### config.mk
export PLATFORM = sky130hd
export DESIGN_NAME = camera_frame_header_deframer_flat
export DESIGN_NICKNAME = d
export VERILOG_FILES = /design/src/rtl/cfhd_pkg.sv /design/src/rtl/cfhd_byte_if.sv /design/src/rtl/cfhd_pixel_if.sv /design/src/rtl/cfhd_window.sv /design/src/rtl/cfhd_payload.sv /design/src/rtl/camera_frame_header_deframer.sv /design/src/flat_wrapper.sv
export SDC_FILE = /design/constraint.sdc
export NUM_CORES = 1
export LEC_CHECK = 0
export BUFFER_PORTS_ARGS = -buffer_cell sky130_fd_sc_hd__buf_2
export CORE_MARGIN = 10
export CORE_UTILIZATION = 50
export CTS_BUF_LIST = sky130_fd_sc_hd__clkbuf_16
export DETAILED_ROUTE_END_ITERATION = 8
export PLACE_DENSITY = 0.71
export SYNTH_ARGS = -nofsm -noshare
export SYNTH_HDL_FRONTEND = slang
export SYNTH_SLANG_ARGS = --single-unit
### constraint.sdc
create_clock -name clk -period 13 [get_ports clk]
set_input_delay 0.65 -clock clk [delete_from_list [all_inputs] [get_ports clk]]
set_output_delay 0.65 -clock clk [all_outputs]
set_load 0.01 [all_outputs]
### src/rtl/cfhd_pkg.sv
// Shared types and constants for the camera frame header deframer.
// No dependencies; the RTL modules and the testbench import this package.
`default_nettype none

package cfhd_pkg;

    localparam int HEADER_BYTES = 16;
    localparam int SIDE_W       = 13;
    localparam int TOTAL_W      = 2 * SIDE_W;
    localparam int PIXCNT_W     = 24;
    localparam int FRAMECNT_W   = 32;
    localparam int CFG_IDX_W    = 1;

    localparam logic [7:0] SYNC_A = 8'h33;
    localparam logic [7:0] SYNC_B = 8'hCC;
    localparam logic [7:0] SYNC_C = 8'h22;
    localparam logic [7:0] SYNC_D = 8'hDD;

    localparam logic [CFG_IDX_W-1:0] REG_FRAME_WIDTH  = 1'b0;
    localparam logic [CFG_IDX_W-1:0] REG_FRAME_HEIGHT = 1'b1;

    localparam logic [SIDE_W-1:0] FRAME_WIDTH_RESET  = 13'd640;
    localparam logic [SIDE_W-1:0] FRAME_HEIGHT_RESET = 13'd480;

    typedef struct packed {
        logic                  valid;
        logic [7:0]            pixel;
        logic                  frame_last;
        logic [FRAMECNT_W-1:0] frame_number;
    } cfhd_result_t;

endpackage

`default_nettype wire

### src/rtl/cfhd_byte_if.sv
// Raw byte stream channel: valid/ready handshake with one byte of payload.
// Depends on nothing.
`default_nettype none

interface cfhd_byte_if;
    logic       valid;
    logic       ready;
    logic [7:0] in_byte;

    modport source (output valid, output in_byte, input ready);
    modport sink (input valid, input in_byte, output ready);
endinterface

`default_nettype wire

### src/rtl/cfhd_pixel_if.sv
// Pixel stream channel: valid/ready handshake carrying pixel, last flag and frame number.
// Depends on nothing.
`default_nettype none

interface cfhd_pixel_if;
    logic        valid;
    logic        ready;
    logic [7:0]  pixel;
    logic        frame_last;
    logic [31:0] frame_number;

    modport source (output valid, output pixel, output frame_last, output frame_number,
                    input ready);
    modport sink (input valid, input pixel, input frame_last, input frame_number,
                  output ready);
endinterface

`default_nettype wire

### src/rtl/cfhd_window.sv
// Sliding 16-byte header window with sync pattern detection.
// Depends on cfhd_pkg.
`default_nettype none

module cfhd_window
    import cfhd_pkg::*;
(
    input  wire logic       clk,
    input  wire logic       rst_n,
    input  wire logic       shift,
    input  wire logic [7:0] in_byte,
    output logic            header_hit
);

    logic [7:0] window_reg  [HEADER_BYTES];
    logic [7:0] window_next [HEADER_BYTES];

    always_comb
    begin
        for (int i = 0; i < HEADER_BYTES - 1; i++)
        begin
            window_next[i] = window_reg[i+1];
        end
        window_next[HEADER_BYTES-1] = in_byte;
    end

    assign header_hit = shift
                        && (window_next[0] == SYNC_A)
                        && (window_next[1] == SYNC_B)
                        && (window_next[HEADER_BYTES-2] == SYNC_C)
                        && (window_next[HEADER_BYTES-1] == SYNC_D);

    always_ff @(posedge clk or negedge rst_n)
    begin
        if (!rst_n)
        begin
            for (int i = 0; i < HEADER_BYTES; i++)
            begin
                window_reg[i] <= '0;
            end
        end
        else if (header_hit)
        begin
            // clear so the next header needs a full window of new bytes
            for (int i = 0; i < HEADER_BYTES; i++)
            begin
                window_reg[i] <= '0;
            end
        end
        else if (shift)
        begin
            window_reg <= window_next;
        end
    end

endmodule

`default_nettype wire

### src/rtl/cfhd_payload.sv
// Payload tracking: pixel index, end-of-frame detection and frame counter.
// Depends on cfhd_pkg.
`default_nettype none

module cfhd_payload
    import cfhd_pkg::*;
(
    input  wire logic              clk,
    input  wire logic              rst_n,
    input  wire logic              accept,
    input  wire logic [7:0]        in_byte,
    input  wire logic              header_hit,
    input  wire logic [SIDE_W-1:0] width,
    input  wire logic [SIDE_W-1:0] height,
    output logic                   in_payload,
    output cfhd_result_t           result
);

    logic                  in_payload_reg;
    logic [PIXCNT_W-1:0]   pixel_cnt_reg;
    logic [FRAMECNT_W-1:0] frame_cnt_reg;
    logic [TOTAL_W-1:0]    total;
    logic [PIXCNT_W:0]     pixel_cnt_inc;
    logic                  last;

    assign total         = width * height;
    assign pixel_cnt_inc = {1'b0, pixel_cnt_reg} + {{PIXCNT_W{1'b0}}, 1'b1};
    assign last          = {{(TOTAL_W-PIXCNT_W-1){1'b0}}, pixel_cnt_inc} >= total;
    assign in_payload    = in_payload_reg;

    assign result.valid        = accept && in_payload_reg;
    assign result.pixel        = in_byte;
    assign result.frame_last   = last;
    assign result.frame_number = frame_cnt_reg;

    always_ff @(posedge clk or negedge rst_n)
    begin
        if (!rst_n)
        begin
            in_payload_reg <= 1'b0;
            pixel_cnt_reg  <= '0;
            frame_cnt_reg  <= '0;
        end
        else if (accept)
        begin
            if (in_payload_reg)
            begin
                if (last)
                begin
                    in_payload_reg <= 1'b0;
                    pixel_cnt_reg  <= '0;
                end
                else
                begin
                    pixel_cnt_reg <= pixel_cnt_inc[PIXCNT_W-1:0];
                end
            end
            else if (header_hit)
            begin
                in_payload_reg <= 1'b1;
                pixel_cnt_reg  <= '0;
                frame_cnt_reg  <= frame_cnt_reg + 32'd1;
            end
        end
    end

endmodule

`default_nettype wire

### src/rtl/camera_frame_header_deframer.sv
// Camera frame header deframer: takes one raw byte per transfer and, after a 16-byte
// header (0x33 0xCC at its start, 0x22 0xDD at its end), passes frame_width*frame_height
// bytes out as pixels, tagged with the frame count and flagged last on the final one.
// A byte is taken every clock while the output register is empty or being drained;
// each pixel appears in the cycle after its byte, and header and hunting bytes give no
// output. Sizes are clamped to 1..MAX_SIDE when written. Depends on cfhd_pkg, the
// interfaces, cfhd_window and cfhd_payload.
`default_nettype none

module camera_frame_header_deframer
    import cfhd_pkg::*;
#(
    parameter int MAX_SIDE = 4096
)
(
    input  wire logic                 clk,
    input  wire logic                 rst_n,
    input  wire logic                 cfg_we,
    input  wire logic [CFG_IDX_W-1:0] cfg_index,
    input  wire logic [SIDE_W-1:0]    cfg_data,
    cfhd_byte_if.sink                 raw,
    cfhd_pixel_if.source              pixels
);

    localparam logic [16:0] MAX_SIDE_W = 17'(MAX_SIDE);

    logic [SIDE_W-1:0] width_reg;
    logic [SIDE_W-1:0] height_reg;
    logic [SIDE_W-1:0] cfg_clamped;

    logic              accept;
    logic              in_ready;
    logic              header_hit;
    logic              in_payload;
    cfhd_result_t      result;

    logic              out_valid_reg;
    logic [7:0]        pixel_reg;
    logic              last_reg;
    logic [31:0]       frame_number_reg;

    always_comb
    begin
        if (cfg_data == '0)
        begin
            cfg_clamped = {{(SIDE_W-1){1'b0}}, 1'b1};
        end
        else if ({{(17-SIDE_W){1'b0}}, cfg_data} > MAX_SIDE_W)
        begin
            cfg_clamped = MAX_SIDE_W[SIDE_W-1:0];
        end
        else
        begin
            cfg_clamped = cfg_data;
        end
    end

    always_ff @(posedge clk or negedge rst_n)
    begin
        if (!rst_n)
        begin
            width_reg  <= FRAME_WIDTH_RESET;
            height_reg <= FRAME_HEIGHT_RESET;
        end
        else if (cfg_we)
        begin
            case (cfg_index)
                REG_FRAME_WIDTH:  width_reg  <= cfg_clamped;
                REG_FRAME_HEIGHT: height_reg <= cfg_clamped;
                default:          ;
            endcase
        end
    end

    assign in_ready  = !out_valid_reg || pixels.ready;
    assign raw.ready = in_ready;
    assign accept    = raw.valid && in_ready;

    cfhd_window u_window (
        .clk        (clk),
        .rst_n      (rst_n),
        .shift      (accept && !in_payload),
        .in_byte    (raw.in_byte),
        .header_hit (header_hit)
    );

    cfhd_payload u_payload (
        .clk        (clk),
        .rst_n      (rst_n),
        .accept     (accept),
        .in_byte    (raw.in_byte),
        .header_hit (header_hit),
        .width      (width_reg),
        .height     (height_reg),
        .in_payload (in_payload),
        .result     (result)
    );

    always_ff @(posedge clk or negedge rst_n)
    begin
        if (!rst_n)
        begin
            out_valid_reg <= 1'b0;
        end
        else if (result.valid)
        begin
            out_valid_reg <= 1'b1;
        end
        else if (pixels.ready)
        begin
            out_valid_reg <= 1'b0;
        end
    end

    always_ff @(posedge clk)
    begin
        if (result.valid)
        begin
            pixel_reg        <= result.pixel;
            last_reg         <= result.frame_last;
            frame_number_reg <= result.frame_number;
        end
    end

    assign pixels.valid        = out_valid_reg;
    assign pixels.pixel        = pixel_reg;
    assign pixels.frame_last   = last_reg;
    assign pixels.frame_number = frame_number_reg;

endmodule

`default_nettype wire

### src/flat_wrapper.sv
// flat-port wrapper written by rule: the top's interface ports become plain ports
module camera_frame_header_deframer_flat import cfhd_pkg::*;
#(
    parameter int MAX_SIDE = 4096
)
  (clk, rst_n, cfg_we, cfg_index, cfg_data, raw_valid, raw_in_byte, raw_ready, pixels_valid, pixels_pixel, pixels_frame_last, pixels_frame_number, pixels_ready);
  cfhd_byte_if raw_i ();
  cfhd_pixel_if pixels_i ();
  input  wire logic clk;
  input  wire logic rst_n;
  input  wire logic cfg_we;
  input  wire logic [CFG_IDX_W-1:0] cfg_index;
  input  wire logic [SIDE_W-1:0] cfg_data;
  input wire logic [$bits(raw_i.valid)-1:0] raw_valid;
  input wire logic [$bits(raw_i.in_byte)-1:0] raw_in_byte;
  output wire logic [$bits(raw_i.ready)-1:0] raw_ready;
  output wire logic [$bits(pixels_i.valid)-1:0] pixels_valid;
  output wire logic [$bits(pixels_i.pixel)-1:0] pixels_pixel;
  output wire logic [$bits(pixels_i.frame_last)-1:0] pixels_frame_last;
  output wire logic [$bits(pixels_i.frame_number)-1:0] pixels_frame_number;
  input wire logic [$bits(pixels_i.ready)-1:0] pixels_ready;
  assign raw_i.valid = raw_valid;
  assign raw_i.in_byte = raw_in_byte;
  assign raw_ready = raw_i.ready;
  assign pixels_valid = pixels_i.valid;
  assign pixels_pixel = pixels_i.pixel;
  assign pixels_frame_last = pixels_i.frame_last;
  assign pixels_frame_number = pixels_i.frame_number;
  assign pixels_i.ready = pixels_ready;
  camera_frame_header_deframer #(.MAX_SIDE(MAX_SIDE)) u_core (.clk(clk), .rst_n(rst_n), .cfg_we(cfg_we), .cfg_index(cfg_index), .cfg_data(cfg_data), .raw(raw_i), .pixels(pixels_i));
endmodule
== Word level (Yosys, flattened, before mapping) ==
Index checks and enable logic that the tools add are counted.

* Bits in registers: 245
* Latch bits: 0
* Memory bits (writable): 0
* Memory bits (read-only): 0
* Input bits: 27
* Output and inout port bits: 43
* Word-level logic and storage cells: 65
* Memories: 0

* Add/subtract/negate cells: 2
* Multiply operators: 1
* Divide/modulo/power cells: 0
* Magnitude comparators: 2
* Eq/ne operators: 4
* Shift-type cells: 0
* Muxes and demuxes: 12
* Bitwise operators: 2
* Reduce and logical (&&, ||, !) cells: 18

{| class="wikitable"
|+ Operators by type and width
! operator !! count
|-
| $mux 120 || 2
|-
| $mux 24 || 3
|-
| $add 32x1->32 const B || 1
|-
| $ge 25x26->1 || 1
|-
| $mul 13x13->26 || 1
|-
| $mux 13 || 2
|-
| $add 24x1->25 const B || 1
|-
| $eq 8x6->1 const B || 2
|-
| $eq 8x8->1 const B || 2
|-
| $gt 13x13->1 const B || 1
|-
| $logic_not 13->1 || 1
|-
| $logic_and 1x1->1 || 7
|-
| $reduce_and 2->1 || 3
|-
| $reduce_bool 2->1 || 3
|-
| $mux 1 || 5
|-
| $reduce_and 3->1 || 1
|-
| $logic_not 1->1 || 2
|-
| $not 1->1 || 2
|-
| $logic_or 1x1->1 || 1
|}

== Logic depth before layout (Yosys ltp) ==
* Word-level depth: 10
* Depth in mapped cells: 31
* Depth with buffers taken out: 29

== Modules after synthesis ==
Synthesis repeated with hierarchy kept, for this count alone.

* Cell total of the unflattened synthesis: 1583
* Area, all modules: 16761.1 µm²

{| class="wikitable"
|+ By module, submodules not included
! module !! times used !! cells an instance !! area an instance (µm²) !! seq. area each (µm²)
|-
| cfhd_payload || 1 || 1026 || 9196.3 || 1426.4
|-
| cfhd_window || 1 || 410 || 5222.5 || 3002.9
|-
| camera_frame_header_deframer || 1 || 147 || 2342.2 || 1914.3
|}

== Worst setup path after synthesis ==
OpenSTA, ideal clock, no wires.

* Kind: register to register
* Start: register u_core.height_reg[8]
* End: register u_core.u_payload.pixel_cnt_reg[6]
* Setup time: 82 ps
* Arrival time: 6696 ps
* Data required time: 12918 ps
* Slack: 6222 ps
* Stages on the path, launching flop included: 29
* Path buffers: 2
* Clock period less this slack: 6778 ps
* Path through: dfstp_2 clkbuf_1 nand2_1 fa_1 fa_1 inv_1 fa_1 fa_1 inv_1 fa_1 inv_1 ha_1 and3_1 a21o_1 o21ai_0 a21bo_2 o41ai_2 nand2_1 o211a_1 ha_1 nand4_1 nor2_1 and4_1 a221oi_1 nand3_1 a21oi_2 buf_6 a41oi_1 a31oi_1

* Word-level cells in the longest chain between the ends: 4

{| class="wikitable"
|+ RTL lines
! element !! line !! RTL
|-
| start: declaration || camera_frame_header_deframer.sv:28 || <nowiki>logic [SIDE_W-1:0] height_reg;</nowiki>
|-
| start signal: assignment || camera_frame_header_deframer.sv:69 || <nowiki>REG_FRAME_HEIGHT: height_reg <= cfg_clamped;</nowiki>
|-
| $mul 13x13->26 || cfhd_payload.sv:26 || <nowiki>assign total = width * height;</nowiki>
|-
| $ge 25x26->1 || cfhd_payload.sv:28 || <nowiki>assign last = {{(TOTAL_W-PIXCNT_W-1){1'b0}}, pixel_cnt_inc} >= total;</nowiki>
|-
| $mux 24 || cfhd_payload.sv:48 || <nowiki>if (last)</nowiki>
|-
| $mux 24 || cfhd_payload.sv:46 || <nowiki>if (in_payload_reg)</nowiki>
|-
| end signal: assignment || cfhd_payload.sv:55 || <nowiki>pixel_cnt_reg <= pixel_cnt_inc[PIXCNT_W-1:0];</nowiki>
|-
| end: declaration || cfhd_payload.sv:20 || <nowiki>logic [PIXCNT_W-1:0] pixel_cnt_reg;</nowiki>
|}

Every way passes these cells.
A chain may end at the register's enable or synchronous reset.

== Final worst setup path ==
* Start: register u_core.width_reg[4]
* End: register u_core.u_payload.pixel_cnt_reg[3]

* Word-level cells in the longest chain between the ends: 4

{| class="wikitable"
|+ RTL lines
! element !! line !! RTL
|-
| start: declaration || camera_frame_header_deframer.sv:27 || <nowiki>logic [SIDE_W-1:0] width_reg;</nowiki>
|-
| start signal: assignment || camera_frame_header_deframer.sv:68 || <nowiki>REG_FRAME_WIDTH: width_reg <= cfg_clamped;</nowiki>
|-
| $mul 13x13->26 || cfhd_payload.sv:26 ||
|-
| $ge 25x26->1 || cfhd_payload.sv:28 ||
|-
| $mux 24 || cfhd_payload.sv:48 ||
|-
| $mux 24 || cfhd_payload.sv:46 ||
|}

Every way passes these cells.

==> key figures <==
CTS
  – CTS root buf: clkbuf_16
  – Clock H-tree levels: 1
  – Clock Tree Buf Depth: 3
  – Clk slew on worst S/H paths: around 0.06 ns
  – Clock Latency Late Sink: 0.54 ns
  – Post-CTS Setup Bufs: 0
  – Hold bufs inserted after CTS: 0
  – CTS sink cnt: 245
  – Post-CTS resize count: 0
  – CTS Buf Count: 25
  – CTS tree: built

Setup path
  – Crit path max-delay cell type: dfrtp_1
  – Critical path's most frequent cell: fa_1
  – R2R Path End: u_core.u_payload.pixel_cnt_reg[3]
  – Critical Path AT: around 7.9 ns
  – Critical Path End Type: flip-flop
  – Crit path required time: around 13 ns
  – Worst reg2reg path depth: 26
  – CP Launch Point: u_core.width_reg[4]
  – Slowest stage delay, CP: 0.73 ns
  – R2R setup slack: between 5 and 6 ns
  – Startpoint Class: flip-flop
  – CP max FO: 31
  – CP Class: flip-flop to flip-flop
  – FF-to-FF Start: u_core.width_reg[4]

GRT
  – GR Util All Layers: 0.168
  – Global-route wire length before repair: about 56000 um
  – Largest net degree at the start of global routing: between 100 and 150
  – Initial antenna violation count: 0
  – GRT Residual Overflow: 0
  – Vias in the first global route: 11.2k

Route
  – Drt pass-1 iters: 5
  – Wirelength per Cell: between 15 and 20 um
  – DRT antenna net count: 0
  – Detailed Route Iter0 Violations: 896
  – Via density per instance: about 5.3
  – Routed via count: around 11k
  – Post-Route WL: roughly 33000 um
  – DRC: 0

Synth
  – Post-synthesis compound-gate area fraction: 0.0906
  – Largest cells by area after synthesis: dfrtp_1, fa_1, nand2_1, edfxtp_1, ha_1
  – Synth Area in Simple Gates: 0.189
  – Post-synth EDFFs: between 40 and 50
  – Syn nets: 1924
  – Syn_area_per_cell: about 9.6 um2
  – Largest family of logic cells by synthesized area: adder cells
  – Synth Register Bits: ~250
  – Sequential area share after synthesis: 0.395
  – Post-synth ARST share: 0.833
  – Synth warn: 0
  – Area leader, netlist: dfrtp_1
  – Post-synthesis xor/xnor area fraction: 0.0382
  – Post-synth cell types: 65
  – Post-Syn Area: between 0.015 and 0.02 mm2
  – Post-synth top area share: 0.308
  – Synth Flop Type: dfrtp_1
  – Mux cell area share after synthesis: 0.00280
  – Adder-cell share of the synthesized area: 0.227
  – Post-Synthesis Cells: about 1.7k

Pwr
  – Peak supply drop: roughly 0.0001 V
  – Leak Pwr: between 0.008 and 0.009 uW
  – Power Density: approximately 120 mW/mm2

Floorplan
  – Row count: 65
  – Starting density of the core: 0.508
  – Chip height: 199 um
  – Die width: roughly 200 um
  – Die ar.: 0.0397 mm2
  – IO Pins: 70
  – Core area: ~0.032 mm2

STA
  – Final Skew: about 0.0064 ns
  – Worst rel slew slack: 0.232
  – Setup violations, final: 0
  – Worst slew pin tran: around 1.1 ns
  – Fin. max-slew vios: 0
  – RSZ-0062 raised after global routing: no
  – Setup TNS Final: 0 ns
  – Tcrit/Tclk final: 0.572
  – Crit path time final: around 7.4 ns
  – Fmax: roughly 130 MHz
  – Hold Vio Cnt, Final: 0

Placement
  – DP HPWL: between 20000 and 25000 um
  – Port Buf Inserts: 69
  – Gpl congestion: 0.896
  – Dpl cell area: around 0.017 mm2

Final layout
  – Layout cell share with drive strength beyond 1: 0.0859
  – Area grow syn2layout: 9.13%
  – Post-route cell area: between 0.015 and 0.02 mm2
  – Max reg flops: 120
  – # fillers: ~2.7k
  – Sequential standard cell area: between 0.006 and 0.007 mm2
  – ANT cells: 0
  – Area of the multi-input gates: just under 0.009 mm2
  – Nets@finish: about 1.9k

Min path
  – Hold Crit Class: primary input to async pin

Outcome
  – Status: completed

Run
  – Max-cap violations: 0
[per-layer routing]
metal  vias to the layer above  track usage  share of wire
met1                      5575        0.241           0.48
met4                         0       0.0390          0.015
li1                       5458            -              -
met5                         -            0              0
met2                       190        0.268           0.46
met3                        32       0.0198          0.039
[how the worst max path moves through the flow]
| stage | endpoint | depth (start not counted) |
|---|---|---|
| final | u_core.u_payload.pixel_cnt_reg[3] | 26 |
| after global routing | u_core.u_payload.pixel_cnt_reg[3] | 26 |
| after CTS | u_core.u_payload.pixel_cnt_reg[3] | 26 |
| after detailed placement | u_core.u_payload.pixel_cnt_reg[3] | 26 |
| after global placement | u_core.u_payload.pixel_cnt_reg[6] | 26 |
| after floorplan | u_core.u_payload.pixel_cnt_reg[6] | 28 |
[critical path: cells and delay by family (launching register included)]
family,cells,cell delay [ns]
buf+inv,3,0.42
fa+ha+maj,7,3.28
compound gates,9,1.87
flops,1,0.73
simple gates,7,1.05
[stage by stage]
step | std cells | total power [uW] | worst slack [ns] | hold WS [ns] | utilization
after global placement | 2078 | 1430 | 5.81 | 0.433 | 0.527
after floorplan | 1678 | 1300 | 6.22 | 0.354 | -
after CTS | 2124 | 2200 | 5.56 | 0.215 | 0.554
final | 2124 | 2180 | 5.57 | 0.182 | 0.554
after detailed placement | 2078 | 1450 | 5.62 | 0.432 | 0.527
after global routing | 2124 | 2320 | 5.21 | 0.239 | 0.554
[cell usage after synthesis (all sizes together), types with 15 or more instances]
cell type  count
a21oi         25
a22o          15
and2         104
clkbuf        67
dfrtp        198
edfxtp        41
fa           121
ha            98
inv          165
nand2        397
nand2b        20
nand3         20
nor2          39
nor3          20
o21ai        150
xnor2         40
xor2          30
[cells by family (layout without fill, tap and decap cells)]
family,count (synthesis),after routing
AND/OR/NAND/NOR,651,651
flip-flops,245,245
adder cells (fa/ha/maj),219,219
AO/OA/AOI/OAI,246,246
multiplexers,4,4
XOR/XNOR,70,70
buffers and inverters,243,287
[cell usage in the layout (no fill, tap or decap), types with 4 or more instances in the layout]
cell,Yosys,layout
nand2_1,396,396
dfrtp_1,198,198
inv_1,165,168
o21ai_0,149,149
fa_1,121,121
and2_1,103,103
ha_1,98,98
buf_2,6,68
edfxtp_1,41,41
xnor2_1,40,40
nor2_1,38,37
xor2_1,30,30
clkbuf_16,0,25
a21oi_1,24,24
nand2b_1,19,19
nand3_1,19,19
nor3_1,15,15
a22o_1,15,15
a21o_1,12,12
nand4_1,12,12
and3_1,10,10
a31oi_1,9,9
buf_4,1,7
dfstp_2,6,6
o21a_1,5,5
o21bai_1,5,5
and4_1,5,5
clkinv_2,0,5
a211oi_1,4,4
nor4_1,4,4
mux2_2,4,4
nor3_2,5,4
bufinv_16,0,4
[where the power goes]
group          switching, uW  internal, uW
Sequential              69.3           844
Clock                    309           434
Combinational            310           215
Total                    688          1490
[cell type report]
type                       count  area share
clock buffer                  25      0.0357
clock inverter                21      0.0130
inverter                     165      0.0353
multi-input combinational   1190       0.502
sequential                   245       0.362
tap                          402      0.0287
timing repair buffer          76      0.0232
(Power assumes the default switching activity.)
